`src/sv/glh_pkg.sv`:
```
// Shared constants, types and helper functions of the grid histogram localizer.
package glh_pkg;

    // Grid geometry
    localparam int GRID_W = 20;
    localparam int GRID_H = 8;
    localparam int NCELL  = GRID_W * GRID_H;
    localparam int CELL_W = $clog2(NCELL);
    localparam int X_W    = $clog2(GRID_W);
    localparam int Y_W    = $clog2(GRID_H);

    // Datapath widths
    localparam int SUM_W = 32 + $clog2(NCELL);
    localparam int NUM_W = 63;
    localparam int QUO_W = 32;

    // Fixed-point constants
    localparam logic [16:0] ONE_Q16 = 17'h1_0000;
    localparam logic [31:0] ONE_Q31 = 32'h8000_0000;
    localparam logic [31:0] RECIP3  = 32'hAAAA_AAAB;

    // Commands
    typedef enum logic [1:0] {
        CMD_LOAD   = 2'd0,
        CMD_INIT   = 2'd1,
        CMD_UPDATE = 2'd2,
        CMD_READ   = 2'd3
    } cmd_t;

    // Configuration register indexes
    localparam logic [1:0] REG_SENSOR_NOISE    = 2'd0;
    localparam logic [1:0] REG_HEADING_NOISE   = 2'd1;
    localparam logic [1:0] REG_HEADING_BACK    = 2'd2;

    // Relative heading codes
    localparam logic [1:0] REL_SAME = 2'd0;
    localparam logic [1:0] REL_BACK = 2'd2;

    // Divider status toward the sequencer
    typedef struct packed {
        logic busy;
        logic done;
    } glh_div_stat_t;

    // Heading likelihood factor for a move in direction dir, Q1.16
    function automatic logic [16:0] head_fac(input logic [1:0] dir, input logic [1:0] head,
                                             input logic [15:0] hn, input logic [15:0] hbn);
        logic [1:0]  rel;
        logic [15:0] diff;
        rel  = dir ^ head;
        diff = hn - hbn;
        if (rel == REL_SAME)
            return ONE_Q16 - {1'b0, hn};
        else if (rel == REL_BACK)
            return {1'b0, hbn};
        else if (hn > hbn)
            return {2'b00, diff[15:1]};
        else
            return '0;
    endfunction

endpackage

```
`src/sv/glh_mul.sv`:
```
// Shared 32x32 multiplier with a registered product.
module glh_mul
    import glh_pkg::*;
(
    input  logic        clk,
    input  logic [31:0] a,
    input  logic [31:0] b,
    output logic [63:0] prod
);

    logic [63:0] prod_reg;

    // Register the product for use in the next cycle
    always_ff @(posedge clk)
    begin
        prod_reg <= 64'(a) * 64'(b);
    end

    assign prod = prod_reg;

endmodule

```
`config.mk`:
```
export PLATFORM = sky130hd
export DESIGN_NAME = glh_mul
export DESIGN_NICKNAME = d
export VERILOG_FILES = /design/src/sv/glh_pkg.sv /design/src/sv/glh_mul.sv
export SDC_FILE = /design/constraint.sdc
export NUM_CORES = 2
export LEC_CHECK = 0
export BUFFER_PORTS_ARGS = -buffer_cell sky130_fd_sc_hd__buf_2
export CORE_UTILIZATION = 50
export CTS_CLUSTER_DIAMETER = 40
export DETAILED_ROUTE_END_ITERATION = 7
export PLACE_DENSITY_LB_ADDON = 0.1
export SETUP_SLACK_MARGIN = 0.2
export SLEW_MARGIN = 15
export SYNTH_ARGS = -nofsm -noshare
export SYNTH_HDL_FRONTEND = slang
export SYNTH_SLANG_ARGS = --single-unit
```
`constraint.sdc`:
```
create_clock -name clk -period 16.2 [get_ports clk]
set_input_delay 1.62 -clock clk [delete_from_list [all_inputs] [get_ports clk]]
set_output_delay 1.62 -clock clk [all_outputs]
set_load 0.005 [all_outputs]
```
# After elaboration in Yosys (flattened, before gate mapping)
# Cells that the tools add are included.
# word_totals
reg_bits	64
latch_bits	0
ramBits	0
romBits	0
input_bits	65
elab_cells	2
n_memories	0
# op_classes
add_sub_neg	0
mul	1
div	0
order_cmp	0
n_eq_ne	0
n_shift	0
n_mux	0
bitwise_logic	0
reduce_logical	0
# op_table
cell	n
$mul A32 B32 Y64	1

# Depth between registers and ports, before layout
# depth
word_depth	1
depth_mapped	29
mapped_depth_nobuf	27

# Least setup slack after synthesis
# OpenSTA, ideal clock, no wires.
# synth_timing
path_type	input-to-reg
startpoint	input port a[25]
endpoint	register prod_reg[62] (netlist: prod[62])
arrival_ns	8.301
t_required_ns	16.128
setup_slack_ns	7.827
stages	25
n_path_buf	2
path_cell_list	clkbuf_1 > nand2_1 > fa_1 > inv_1 > fa_1 > inv_1 > fa_1 > inv_1 > fa_1 > fa_1 > fa_1 > fa_1 > inv_1 > fa_1 > inv_1 > ha_1 > buf_2 > nand4_1 > or4_1 > or3_1 > a31oi_1 > a31o_2 > a211oi_1 > o21ai_1 > xor2_1
# synth_between
elab_chain_len	1
# synth_rtl
item	line	source
from (decl)	glh_mul.sv:6	input logic [31:0] a,
$mul A32 B32 Y64	glh_mul.sv:16	prod_reg <= 64'(a) * 64'(b);
to (signal assigned)	glh_mul.sv:16	
to (decl)	glh_mul.sv:11	logic [63:0] prod_reg;
# No other way between the ends.

# Worst setup path after layout
# layout_timing
startpoint	input port a[7]
endpoint	register prod_reg[62] (netlist: prod[62])
# The elaborated chain is that of the path after synthesis.

==> flow_summary.yaml <==
floorplan:
  die_height_um: 265
  core_region_area_um2: 68600
  fp.dieArea_um2: 70400
  ports_placed_on_the_boundary: 129
  fp.dieW_um: 265
  floorplan.rows: 96
  initial_utilization_pct: 50.6
yosys:
  synth_cells: 3748
  synthTopCellsByCount: "fa_1 (896), inv_1 (865), and2_1 (602)"
  ys_top_cells_by_area: "fa_1 (52%), and2_1 (11%), ha_1 (9.5%)"
  post_synth_instance_area_um2: 34700
  yosys.area.top_type: "fa_1"
  asyncSetResetFlopFracSynth_pct: 0
  synthesis.yosys.warnings: 0
  synth_sequential_area_ratio_pct: 3.69
  synth-edff-count: 0
  postSynthRegisterBits: 64
  synth.avg_cell_area_um2: 9.25
  synth_cell_type_count: 57
  share_of_yosys_cell_area_claimed_by_the_top_area_cell_type_pct: 51.7
  syn-num-nets: 4972
  leading_register_cell_type_out_of_synthesis: "dfxtp_1"
  yosysMostFrequentCell: "fa_1"
status:
  outcome: "completed"
final_layout:
  total_area_of_multi_input_combinational_cells_um2: 29300
  layout.filler_cells: 6549
  syn_to_final_growth_pct: 3.87
  instances_no_fill: 4617
  largest_register_ff_count: 64
  area.sequential_um2: 1280
  final_nets: 4902
  final_layout_size_suffix_gt1_share_pct: 4.67
placement:
  dpl.hpwl_um: 74000
  place_congestion: 0.890
  port_buffers: 128
  dp.cells: 4598
  dp_slack_ns: 6.69
detailed_routing:
  dr_wl_met3_um: 2580
  ant_nets: 0
  avgRoutedWirePerCell_um: 20.2
  dr_total_vias: 24295
  route.detailed.drc: 0
  topRoutingLayerUsed: "met4"
  dr.first_iter.drc_count: 1256
  viasPerCell: 5.26
  wirelength_um: 93400
  detailroute.wirelength.met2_um: 49600
  dr.pass1.iters: 5
  met1Wirelength_um: 37300
clock_network:
  cts.root.buffer_cell: "clkbuf_16"
  cts-root-to-sink-buffers: 2
  numCtsBuffers: 9
  cts_tree: "yes"
  cts-hold-fix-buffers: 0
  path_clk_slew_ns: 0.07
  cts_setup_buffers: 0
  h-tree-depth: 3
  ctsResizeCount: 0
  clock_sinks: 64
worst_setup_path:
  path_max_fanout: 32
  end_kind: "flip-flop"
  crit_start: "a[7]"
  worst_setup_path_start_kind: "input pin"
  worstSetupEndpoint: "prod[62]"
  path_class: "in2reg"
  critPathRequiredTime_ns: 16.47
  cp_data_arrival_time_ns: 9.58
global_route:
  antenna_found_initial: 3
  number_of_global_route_vias_before_repair: 27010
  grt_util_all_layers_pct: 28.0
  maximum_number_of_pins_on_one_net_before_global_route_repair: 33
  grt_first_pass_wirelength_um: 151000
  gr-total-overflow: 0
sta:
  timing.final.hold_violations: 0
  slew_violations: 0
  maxClockFrequency_ghz: 0.107
  hold_ws_ns: 1.87
  grt_setup_unrepaired: "no"
  period_share_pct: 57.5
  fin_crit_ns: 9.31
  timing.max_slew.rel_slack_pct: 40.5
  least_margin_pin_slew_ns: 0.892
  finalSetupViolations: 0
  setup_tns_ns: 0
  layout_setup_ws_ns: 6.89
min_path:
  worst_hold_path_type: "in2reg"
flow_run:
  drv.max_cap_violation_count: 0
-- per-layer routing --
metal / vias up / GRT usage, %
met5: - / 0
met4: 0 / 10.2
met3: 168 / 1.84
met2: 524 / 51.3
met1: 12897 / 34.6
li1: 10706 / -
-- critical path: stages --
cell,delay (ns)
buf_2,0.67
nand2_1,0.17
fa_1,0.57
inv_1,0.05
fa_1,0.50
inv_1,0.05
fa_1,0.53
inv_1,0.05
fa_1,0.43
fa_1,0.61
fa_1,0.46
fa_1,0.43
fa_1,0.50
ha_1,0.49
nand4_1,0.25
or4_1,0.47
or3_1,0.37
a31oi_1,0.56
a31o_2,0.30
a211oi_1,0.12
o21ai_1,0.19
xor2_1,0.16
-- kinds of logic (layout without fill, tap and decap cells) --
group | Yosys count | count (layout) | share of synthesized area [%]
AOI/OAI and AO/OA | 202 | 202 | 4.15
xor gates and xnor gates | 60 | 60 | 1.52
adders and majority gates | 1159 | 1159 | 61.2
buffers and inverters | 1085 | 1020 | 11.8
DFF | 64 | 64 | 3.69
muxes | 1 | 1 | 0.0289
other | 0 | 3 | 0
and+or+nand+nor | 1177 | 1177 | 17.6
-- per-stage QoR --
stage / utilization (%) / instance area [um2]
2_1_floorplan: - / 34700
3_3_place_gp: 52.1 / 35700
3_5_place_dp: 52.1 / 35700
4_1_cts: 52.5 / 36000
5_1_grt: 52.5 / 36000
6_report: 52.5 / 36000
-- final cells by class --
| cell class | count | share of cell area, % |
|---|---|---|
| tap | 931 | 3.23 |
| sequential | 64 | 3.56 |
| multi-input combinational | 2599 | 81.4 |
| inverter | 865 | 9.01 |
| antenna | 3 | 0.0208 |
| timing repair buffer | 139 | 2.01 |
| clock buffer | 9 | 0.625 |
| clock inverter | 7 | 0.149 |
-- how the worst min path moves through the flow --
stage / startpoint / to / slack [ns] / cells past startpoint
after detailed placement: prod[54] / prod[54] / 1.99 / 1
final: b[0] / prod[0] / 1.87 / 3
after global routing: b[0] / prod[0] / 1.89 / 3
after floorplan: b[0] / prod[0] / 1.75 / 1
after global placement: prod[12] / prod[12] / 2.00 / 1
after CTS: b[0] / prod[0] / 1.89 / 3
-- layout by cell type, fill, tap and decap left out, types with 3 or more instances in the layout --
master and count:
clkbuf_16 9, o21bai_1 10, nand4_1 23, and4_1 3
ha_1 263, o21a_1 9, o21ai_0 21, a211oi_1 3
nand3_1 10, nor3_1 7, dfxtp_1 64, diode_2 3
o31ai_4 3, a21o_1 40, clkinv_4 3, a21boi_1 3
or4_1 3, fa_1 896, inv_1 865, and2_1 602
nand2_1 480, buf_4 11, a221o_1 4, nor2_1 20
xnor2_1 35, or2_2 3, and3_1 14, a221oi_4 3
buf_2 128, or3_1 3, xor2_1 25, a21oi_1 63
o21ai_1 5, a31oi_1 12, o221ai_1 3, a21oi_2 3
Power is not shown: default switching activity piles up to over one toggle a cycle in this logic, so the estimate is an artifact.
