## src/sv/glh_pkg.sv

```systemverilog
// Shared constants, types and helper functions of the grid histogram localizer.
package glh_pkg;

    // Grid geometry
    localparam int GRID_W = 20;
    localparam int GRID_H = 8;
    localparam int NCELL  = GRID_W * GRID_H;
    localparam int CELL_W = $clog2(NCELL);
    localparam int X_W    = $clog2(GRID_W);
    localparam int Y_W    = $clog2(GRID_H);

    // Datapath widths
    localparam int SUM_W = 32 + $clog2(NCELL);
    localparam int NUM_W = 63;
    localparam int QUO_W = 32;

    // Fixed-point constants
    localparam logic [16:0] ONE_Q16 = 17'h1_0000;
    localparam logic [31:0] ONE_Q31 = 32'h8000_0000;
    localparam logic [31:0] RECIP3  = 32'hAAAA_AAAB;

    // Commands
    typedef enum logic [1:0] {
        CMD_LOAD   = 2'd0,
        CMD_INIT   = 2'd1,
        CMD_UPDATE = 2'd2,
        CMD_READ   = 2'd3
    } cmd_t;

    // Configuration register indexes
    localparam logic [1:0] REG_SENSOR_NOISE    = 2'd0;
    localparam logic [1:0] REG_HEADING_NOISE   = 2'd1;
    localparam logic [1:0] REG_HEADING_BACK    = 2'd2;

    // Relative heading codes
    localparam logic [1:0] REL_SAME = 2'd0;
    localparam logic [1:0] REL_BACK = 2'd2;

    // Divider status toward the sequencer
    typedef struct packed {
        logic busy;
        logic done;
    } glh_div_stat_t;

    // Heading likelihood factor for a move in direction dir, Q1.16
    function automatic logic [16:0] head_fac(input logic [1:0] dir, input logic [1:0] head,
                                             input logic [15:0] hn, input logic [15:0] hbn);
        logic [1:0]  rel;
        logic [15:0] diff;
        rel  = dir ^ head;
        diff = hn - hbn;
        if (rel == REL_SAME)
            return ONE_Q16 - {1'b0, hn};
        else if (rel == REL_BACK)
            return {1'b0, hbn};
        else if (hn > hbn)
            return {2'b00, diff[15:1]};
        else
            return '0;
    endfunction

endpackage

```

## src/sv/glh_div.sv

```systemverilog
// Restoring divider, one quotient bit per cycle.
module glh_div
    import glh_pkg::*;
(
    input  logic                 clk,
    input  logic                 rst_n,
    input  logic                 start,
    input  logic [NUM_W-1:0]     num,
    input  logic [SUM_W-1:0]     den,
    output logic [QUO_W-1:0]     quo,
    output glh_div_stat_t        stat
);

    logic                 busy_reg, busy_next;
    logic                 done_reg, done_next;
    logic [5:0]           cnt_reg, cnt_next;
    logic [SUM_W-1:0]     rem_reg, rem_next;
    logic [SUM_W-1:0]     den_reg, den_next;
    logic [QUO_W-1:0]     lo_reg, lo_next;
    logic [QUO_W-1:0]     quo_reg, quo_next;
    logic [SUM_W:0]       trial;
    logic                 fits;

    // Load the operands on start; while busy, shift in one dividend bit and subtract when the divisor fits
    always_comb
    begin
        trial     = {rem_reg, lo_reg[QUO_W-1]};
        fits      = trial >= {1'b0, den_reg};
        busy_next = busy_reg;
        done_next = 1'b0;
        cnt_next  = cnt_reg;
        rem_next  = rem_reg;
        den_next  = den_reg;
        lo_next   = lo_reg;
        quo_next  = quo_reg;
        if (start)
        begin
            rem_next  = SUM_W'(num[NUM_W-1:QUO_W]);
            lo_next   = num[QUO_W-1:0];
            den_next  = den;
            cnt_next  = 6'(QUO_W);
            busy_next = 1'b1;
        end
        else if (busy_reg)
        begin
            rem_next = fits ? SUM_W'(trial - {1'b0, den_reg}) : trial[SUM_W-1:0];
            lo_next  = {lo_reg[QUO_W-2:0], 1'b0};
            quo_next = {quo_reg[QUO_W-2:0], fits};
            cnt_next = cnt_reg - 6'd1;
            if (cnt_reg == 6'd1)
            begin
                busy_next = 1'b0;
                done_next = 1'b1;
            end
        end
    end

    always_ff @(posedge clk or negedge rst_n)
    begin
        if (!rst_n)
        begin
            busy_reg <= 1'b0;
            done_reg <= 1'b0;
            cnt_reg  <= '0;
        end
        else
        begin
            busy_reg <= busy_next;
            done_reg <= done_next;
            cnt_reg  <= cnt_next;
        end
    end

    always_ff @(posedge clk)
    begin
        rem_reg <= rem_next;
        den_reg <= den_next;
        lo_reg  <= lo_next;
        quo_reg <= quo_next;
    end

    assign quo       = quo_reg;
    assign stat.busy = busy_reg;
    assign stat.done = done_reg;

`ifndef SYNTHESIS
    a_start_idle: assert property (@(posedge clk) disable iff (!rst_n)
        start |-> !busy_reg)
        else $error("divider started while busy");
    a_done_after_busy: assert property (@(posedge clk) disable iff (!rst_n)
        done_reg |-> $past(busy_reg))
        else $error("divider done without a running division");
    a_count_live: assert property (@(posedge clk) disable iff (!rst_n)
        busy_reg |-> (cnt_reg != 6'd0))
        else $error("divider busy with an empty bit count");
`endif

endmodule

```

## config.mk

```make
export PLATFORM = sky130hd
export DESIGN_NAME = glh_div
export DESIGN_NICKNAME = d
export VERILOG_FILES = /design/src/sv/glh_pkg.sv /design/src/sv/glh_div.sv
export SDC_FILE = /design/constraint.sdc
export NUM_CORES = 1
export LEC_CHECK = 0
export BUFFER_PORTS_ARGS = -buffer_cell sky130_fd_sc_hd__buf_4
export CORE_ASPECT_RATIO = 1.25
export CORE_UTILIZATION = 52
export CTS_BUF_LIST = sky130_fd_sc_hd__clkbuf_16
export DETAILED_ROUTE_END_ITERATION = 8
export GPL_TIMING_DRIVEN = 0
export PLACE_DENSITY = 0.77
export REMOVE_ABC_BUFFERS = 1
export SLEW_MARGIN = 20
export SYNTH_ARGS = -nofsm -noshare
export SYNTH_HDL_FRONTEND = slang
export SYNTH_SLANG_ARGS = --single-unit
```

## constraint.sdc

```tcl
create_clock -name clk -period 2.75 [get_ports clk]
set_input_delay 0.55 -clock clk [delete_from_list [all_inputs] [get_ports clk]]
set_output_delay 0.55 -clock clk [all_outputs]
set_load 0.01 [all_outputs]
```

# [Word level (Yosys, flattened, before mapping)]
# Index checks and enable logic that the tools add are counted.
[op_classes] n_mux=13 magnitude_cmp=1 n_reduce_logical=2 eq_ne=1 n_bitwise=1 addsub=2
[op_table] op="$mux 32" count=2
[op_table] op="$mux 31" count=2
[op_table] op="$ge 41x40->1" count=1
[op_table] op="$mux 40" count=1
[op_table] op="$sub 40x40->40" count=1
[op_table] op="$mux 6" count=2
[op_table] op="$eq 6x1->1 const B" count=1
[op_table] op="$mux 1" count=6
[op_table] op="$sub 6x1->6 const B" count=1
[op_table] op="$reduce_and 2->1" count=1
[op_table] op="$reduce_bool 2->1" count=1
[op_table] op="$not 1->1" count=1
[word_totals] regBits=152 inputBits=106 elab_cells=28

# [Longest topological paths before layout]
[depth] depth_word=4 depth_mapped=14 ltp_nobuf=12

# [Worst setup path after synthesis]
# No wires, ideal clock.
[synth_timing] kind="reg-to-reg" from="register rem_reg[2]" to="register rem_reg[10] (data pin)" arrival_time_ps=2745 stages_incl_launch_ff=13 synth_period_minus_slack_ps=3005 t_required_ps=2490 path_slack_ps=-255 path_buffers=1 cell_sequence="edfxtp_1 -> ha_1 -> nand2_1 -> a211oi_2 -> o21ai_1 -> nand2_1 -> a41oi_2 -> o31ai_2 -> a21oi_4 -> inv_4 -> buf_6 -> mux2_4 -> mux2_2"
[synth_via] elab_chain_len=4 elab_cells_between_ends=5 classes_between="add/sub: 1; order compare: 1; mux: 3"
[synth_lines] element="start: declaration" line="glh_div.sv:17" source="logic [SUM_W-1:0] rem_reg, rem_next;"
[synth_lines] element="start signal: assignment" line="glh_div.sv:76" source="rem_reg <= rem_next;"
[synth_lines] element="$sub 40x40->40 / $ge 41x40->1 (equally long branches)" line="glh_div.sv:46, glh_div.sv:28"
[synth_lines] element="$mux 40 (*)" line="glh_div.sv:46" source="rem_next = fits ? SUM_W'(trial - {1'b0, den_reg}) : trial[SUM_W-1:0];"
[synth_lines] element="$mux 31 (*)" line="glh_div.sv:44" source="else if (busy_reg)"
[synth_lines] element="$mux 31 (*)" line="glh_div.sv:36" source="if (start)"
[synth_lines] element="named net rem_next[10]" line="glh_div.sv:17"
# Mark *: on every way through the listed nets, which the timed path passes. The rest lies on a longest branch. The select of a mux whose other input is x is not followed.
# A chain may end at the register's enable or synchronous reset.

# [Final worst setup path]
[layout_timing] from="register den_reg[26]" to="register rem_reg[26] (data pin)"
[layout_via] elab_chain_len=4 elab_cells_between_ends=5 classes_between="add/sub: 1; order compare: 1; mux: 3"
[layout_lines] element="start: declaration" line="glh_div.sv:18" source="logic [SUM_W-1:0] den_reg, den_next;"
[layout_lines] element="start signal: assignment" line="glh_div.sv:77" source="den_reg <= den_next;"
[layout_lines] element="$sub 40x40->40 / $ge 41x40->1 (equally long branches)" line="glh_div.sv:46, glh_div.sv:28"
[layout_lines] element="$mux 40 (*)" line="glh_div.sv:46"
[layout_lines] element="$mux 31 (*)" line="glh_div.sv:44"
[layout_lines] element="$mux 31 (*)" line="glh_div.sv:36"
[layout_lines] element="named net rem_next[26]" line="glh_div.sv:17"
# Marked as above.

==> impl_metrics.py <==
metrics = {
    "global_route": {
        "grt_pass1_wl_um": 31100,
        "top_usage_layer": "met2",
        "grt_max_degree": 132,
        "grt_pass1_vias": 6382,
        "grt-ovfl-total": 0,
        "grt_util_met2_pct": 41.1,
        "grt.total_usage_pct": 24.4,
        "antenna_found_initial": 0,
        "use_met1_pct": 29.0,
        "use_met3_pct": 5.57,
    },
    "clocking": {
        "cts_buffers": 17,
        "clk_latency_ns": 0.43,
        "root_buffer": "clkbuf_16",
        "cts_tree": "done",
        "cts.clk_slew.worst_paths_ns": 0.06,
        "cts.sinks": 152,
        "htreeDepth": 4,
        "cts_buffer_depth": 2,
    },
    "route": {
        "drt_pass1_iterations": 5,
        "vias": 6361,
        "drtIter0Drc": 372,
        "final_antenna_net_count": 0,
        "wire_per_inst_um": 18.0,
        "viasPerCell": 5.67,
        "totalWireLength_um": 20200,
        "drc": 0,
    },
    "floorplan": {
        "initial_core_util_pct": 53.7,
        "dieArea_um2": 16700,
        "rows": 51,
        "die_w_um": 116,
        "io_pins": 140,
        "core_um2": 15700,
        "fp.dieH_um": 144,
    },
    "timing": {
        "slew_headroom_pct": 34.0,
        "hold_violations": 0,
        "slew_viol_final": 0,
        "setup_ws_ns": -0.282,
        "setup_viol_count_final": 34,
        "min_period_over_period_pct": 110,
        "rsz0062_at_grt": "true",
        "skew_ns": 0.0102,
        "clock.fmax_ghz": 0.330,
        "period_needed_ns": 3.03,
        "tightest_slew_ns": 0.989,
    },
    "synth": {
        "ys_ff_latch": 152,
        "ys_warn_count": 0,
        "synth.top_cell.area_share_pct": 48.1,
        "synth-edff-count": 135,
        "syn_area_um2": 8430,
        "synthCells": 710,
        "yosysTopAreaCell": "edfxtp_1",
        "ys_types": 64,
        "avgSynthCellArea_um2": 11.9,
        "ys_dominant_reg_cell": "edfxtp_1",
        "synth-seq-area-share_pct": 52.6,
        "synthTopCellsByArea": "edfxtp_1 48%, mux2_2 8.0%, ha_1 6.2%",
        "async_reset_ff_share_pct": 5.26,
    },
    "outcome": {
        "status": "complete, but fails checks",
        "violations": "negative setup slack",
    },
    "place": {
        "dp_cells": 1034,
        "dp_hpwl_um": 12700,
        "place.port_buffers": 139,
        "dpl_cell_area_um2": 9660,
        "gp_congestion": 0.857,
    },
    "worst_setup_path": {
        "start_kind": "flop",
        "end_kind": "flop",
        "reg2reg_setup_slack_ns": -0.28,
        "worstSetupPathType": "flop to flop",
        "cp_data_required_time_ns": 2.92,
        "crit_path_max_fanout": 5,
        "cp.arrival_ns": 3.21,
    },
    "finish": {
        "stdcell_area_um2": 11400,
        "mostFrequentLayoutCells": "185 x buf_4, 135 x edfxtp_1, 56 x mux2_2, 48 x inv_1",
        "drive_gt1_share_pct": 43.3,
        "layout_commonest_cell": "buf_4",
        "fill_cells": 1035,
        "instances_no_fill": 1122,
        "n_antenna_cell": 0,
        "nets": 1048,
        "synthToLayoutAreaGrowth_pct": 35.1,
    },
    "pwr": {
        "power_mw": 12.8,
        "cellPowerDensity_nw_per_um2": 1120,
        "ir_drop_uv": 561,
        "cellLeakagePower_nw": 4.73,
    },
    "flow_run": {
        "drv_cap": 0,
    },
    "worst_hold_path": {
        "hp-class": "input port to flop",
    },
}
==> final cells by class <==
class,count,area [um^2],share of cell area [%]
flip-flops and latches,152,4430,38.9
multi-input cells,477,4270,37.5
repair buffers,196,1550,13.6
clock buffers,17,425,3.74
well taps,212,265,2.33
inverters,52,214,1.88
clock inverters,13,180,1.58
repair inverters,3,47.5,0.418
==> stage by stage <==
stage                     hold slack, ns  worst slack, ns  utilization (%)  TNS (ns)
final                              0.296           -0.282             72.5     -7.63
after floorplan                    0.254           -0.451                -    -11.05
after global routing               0.284           -0.365             72.5    -11.29
after CTS                          0.283           -0.213             71.1     -5.41
after detailed placement           0.371            -1.13             61.5    -38.13
after global placement             0.369            -1.58             61.1   -169.79
==> power by group <==
part | internal (mW) | switching [mW]
sequential | 3.15 | 0.368
combinational | 3.44 | 3.40
clock | 1.51 | 0.929
total | 8.10 | 4.69
==> per-layer routing <==
layer,vias to the layer above,routed length [um]
li1,3006,-
met1,3035,8260
met2,255,9790
met3,65,1250
met4,0,866
met5,-,0
==> synthesized netlist by cell type (2+ instances only) <==
master / number
nor3_1: 9
o21ai_1: 2
a211o_1: 2
o22ai_1: 2
a211oi_1: 7
or2_2: 2
xnor2_1: 27
buf_6: 3
xor2_1: 14
inv_1: 51
nand2b_1: 10
nand4_1: 12
and3_1: 4
a31oi_1: 5
nor2_1: 47
a21o_1: 18
o211ai_1: 5
a31o_2: 2
mux2_2: 60
o21ai_0: 30
o21bai_1: 4
dfrtp_1: 8
buf_4: 2
nor4_1: 2
and2_1: 4
ha_1: 42
nor3b_1: 9
mux2i_1: 5
a21oi_1: 43
buf_2: 2
nand2_1: 46
o21a_1: 2
nor2b_1: 5
or3_1: 4
a221o_1: 4
nand3_1: 8
edfxtp_1: 135
dfxtp_1: 9
mux2_4: 18
clkbuf_1: 20
a311oi_1: 3
==> critical path, stage by stage, from the launching register on <==
cell,delay [ns]
edfxtp_1,0.38
inv_2,0.08
ha_4,0.20
a21o_1,0.15
a311o_1,0.34
a21oi_2,0.13
nor2_1,0.07
nor3_2,0.22
o31ai_4,0.13
a21oi_4,0.18
buf_12,0.21
buf_6,0.13
buf_6,0.10
nor2_4,0.05
a221o_1,0.37
==> repair_timing <==
action,in CTS,in global routing
hold buffers,1,0
endpoints found under the setup margin,41,40
buffers inserted,40,14
pin swaps,38,18
gates cloned,3,0
hold endpoints to repair,8,0
gates resized for setup,103,31
==> path summary, 6_finish.rpt <==
kind / start / endpoint / depth (start not counted)
min in group asynchronous: rst_n / done_reg / 2
worst max register to register: den_reg[26] / rem_reg[26] / 14
worst min register to register: quo[23] / quo[24] / 0
worst max-delay path: den_reg[26] / rem_reg[26] / 14
max in group asynchronous: rst_n / cnt_reg[0] / 2
worst min-delay path: den[24] / den_reg[24] / 1
==> kinds of logic after synthesis <==
family | after synthesis | share of synthesized area [%]
AND/OR/NAND/NOR | 166 | 9.59
flip-flops | 152 | 52.6
AO/OA/AOI/OAI | 143 | 11.1
multiplexers | 84 | 11.9
buffers and inverters | 81 | 4.04
adder cells (fa/ha/maj) | 43 | 6.47
XOR/XNOR | 41 | 4.26
Note: power is estimated with default switching activity, not from simulation.
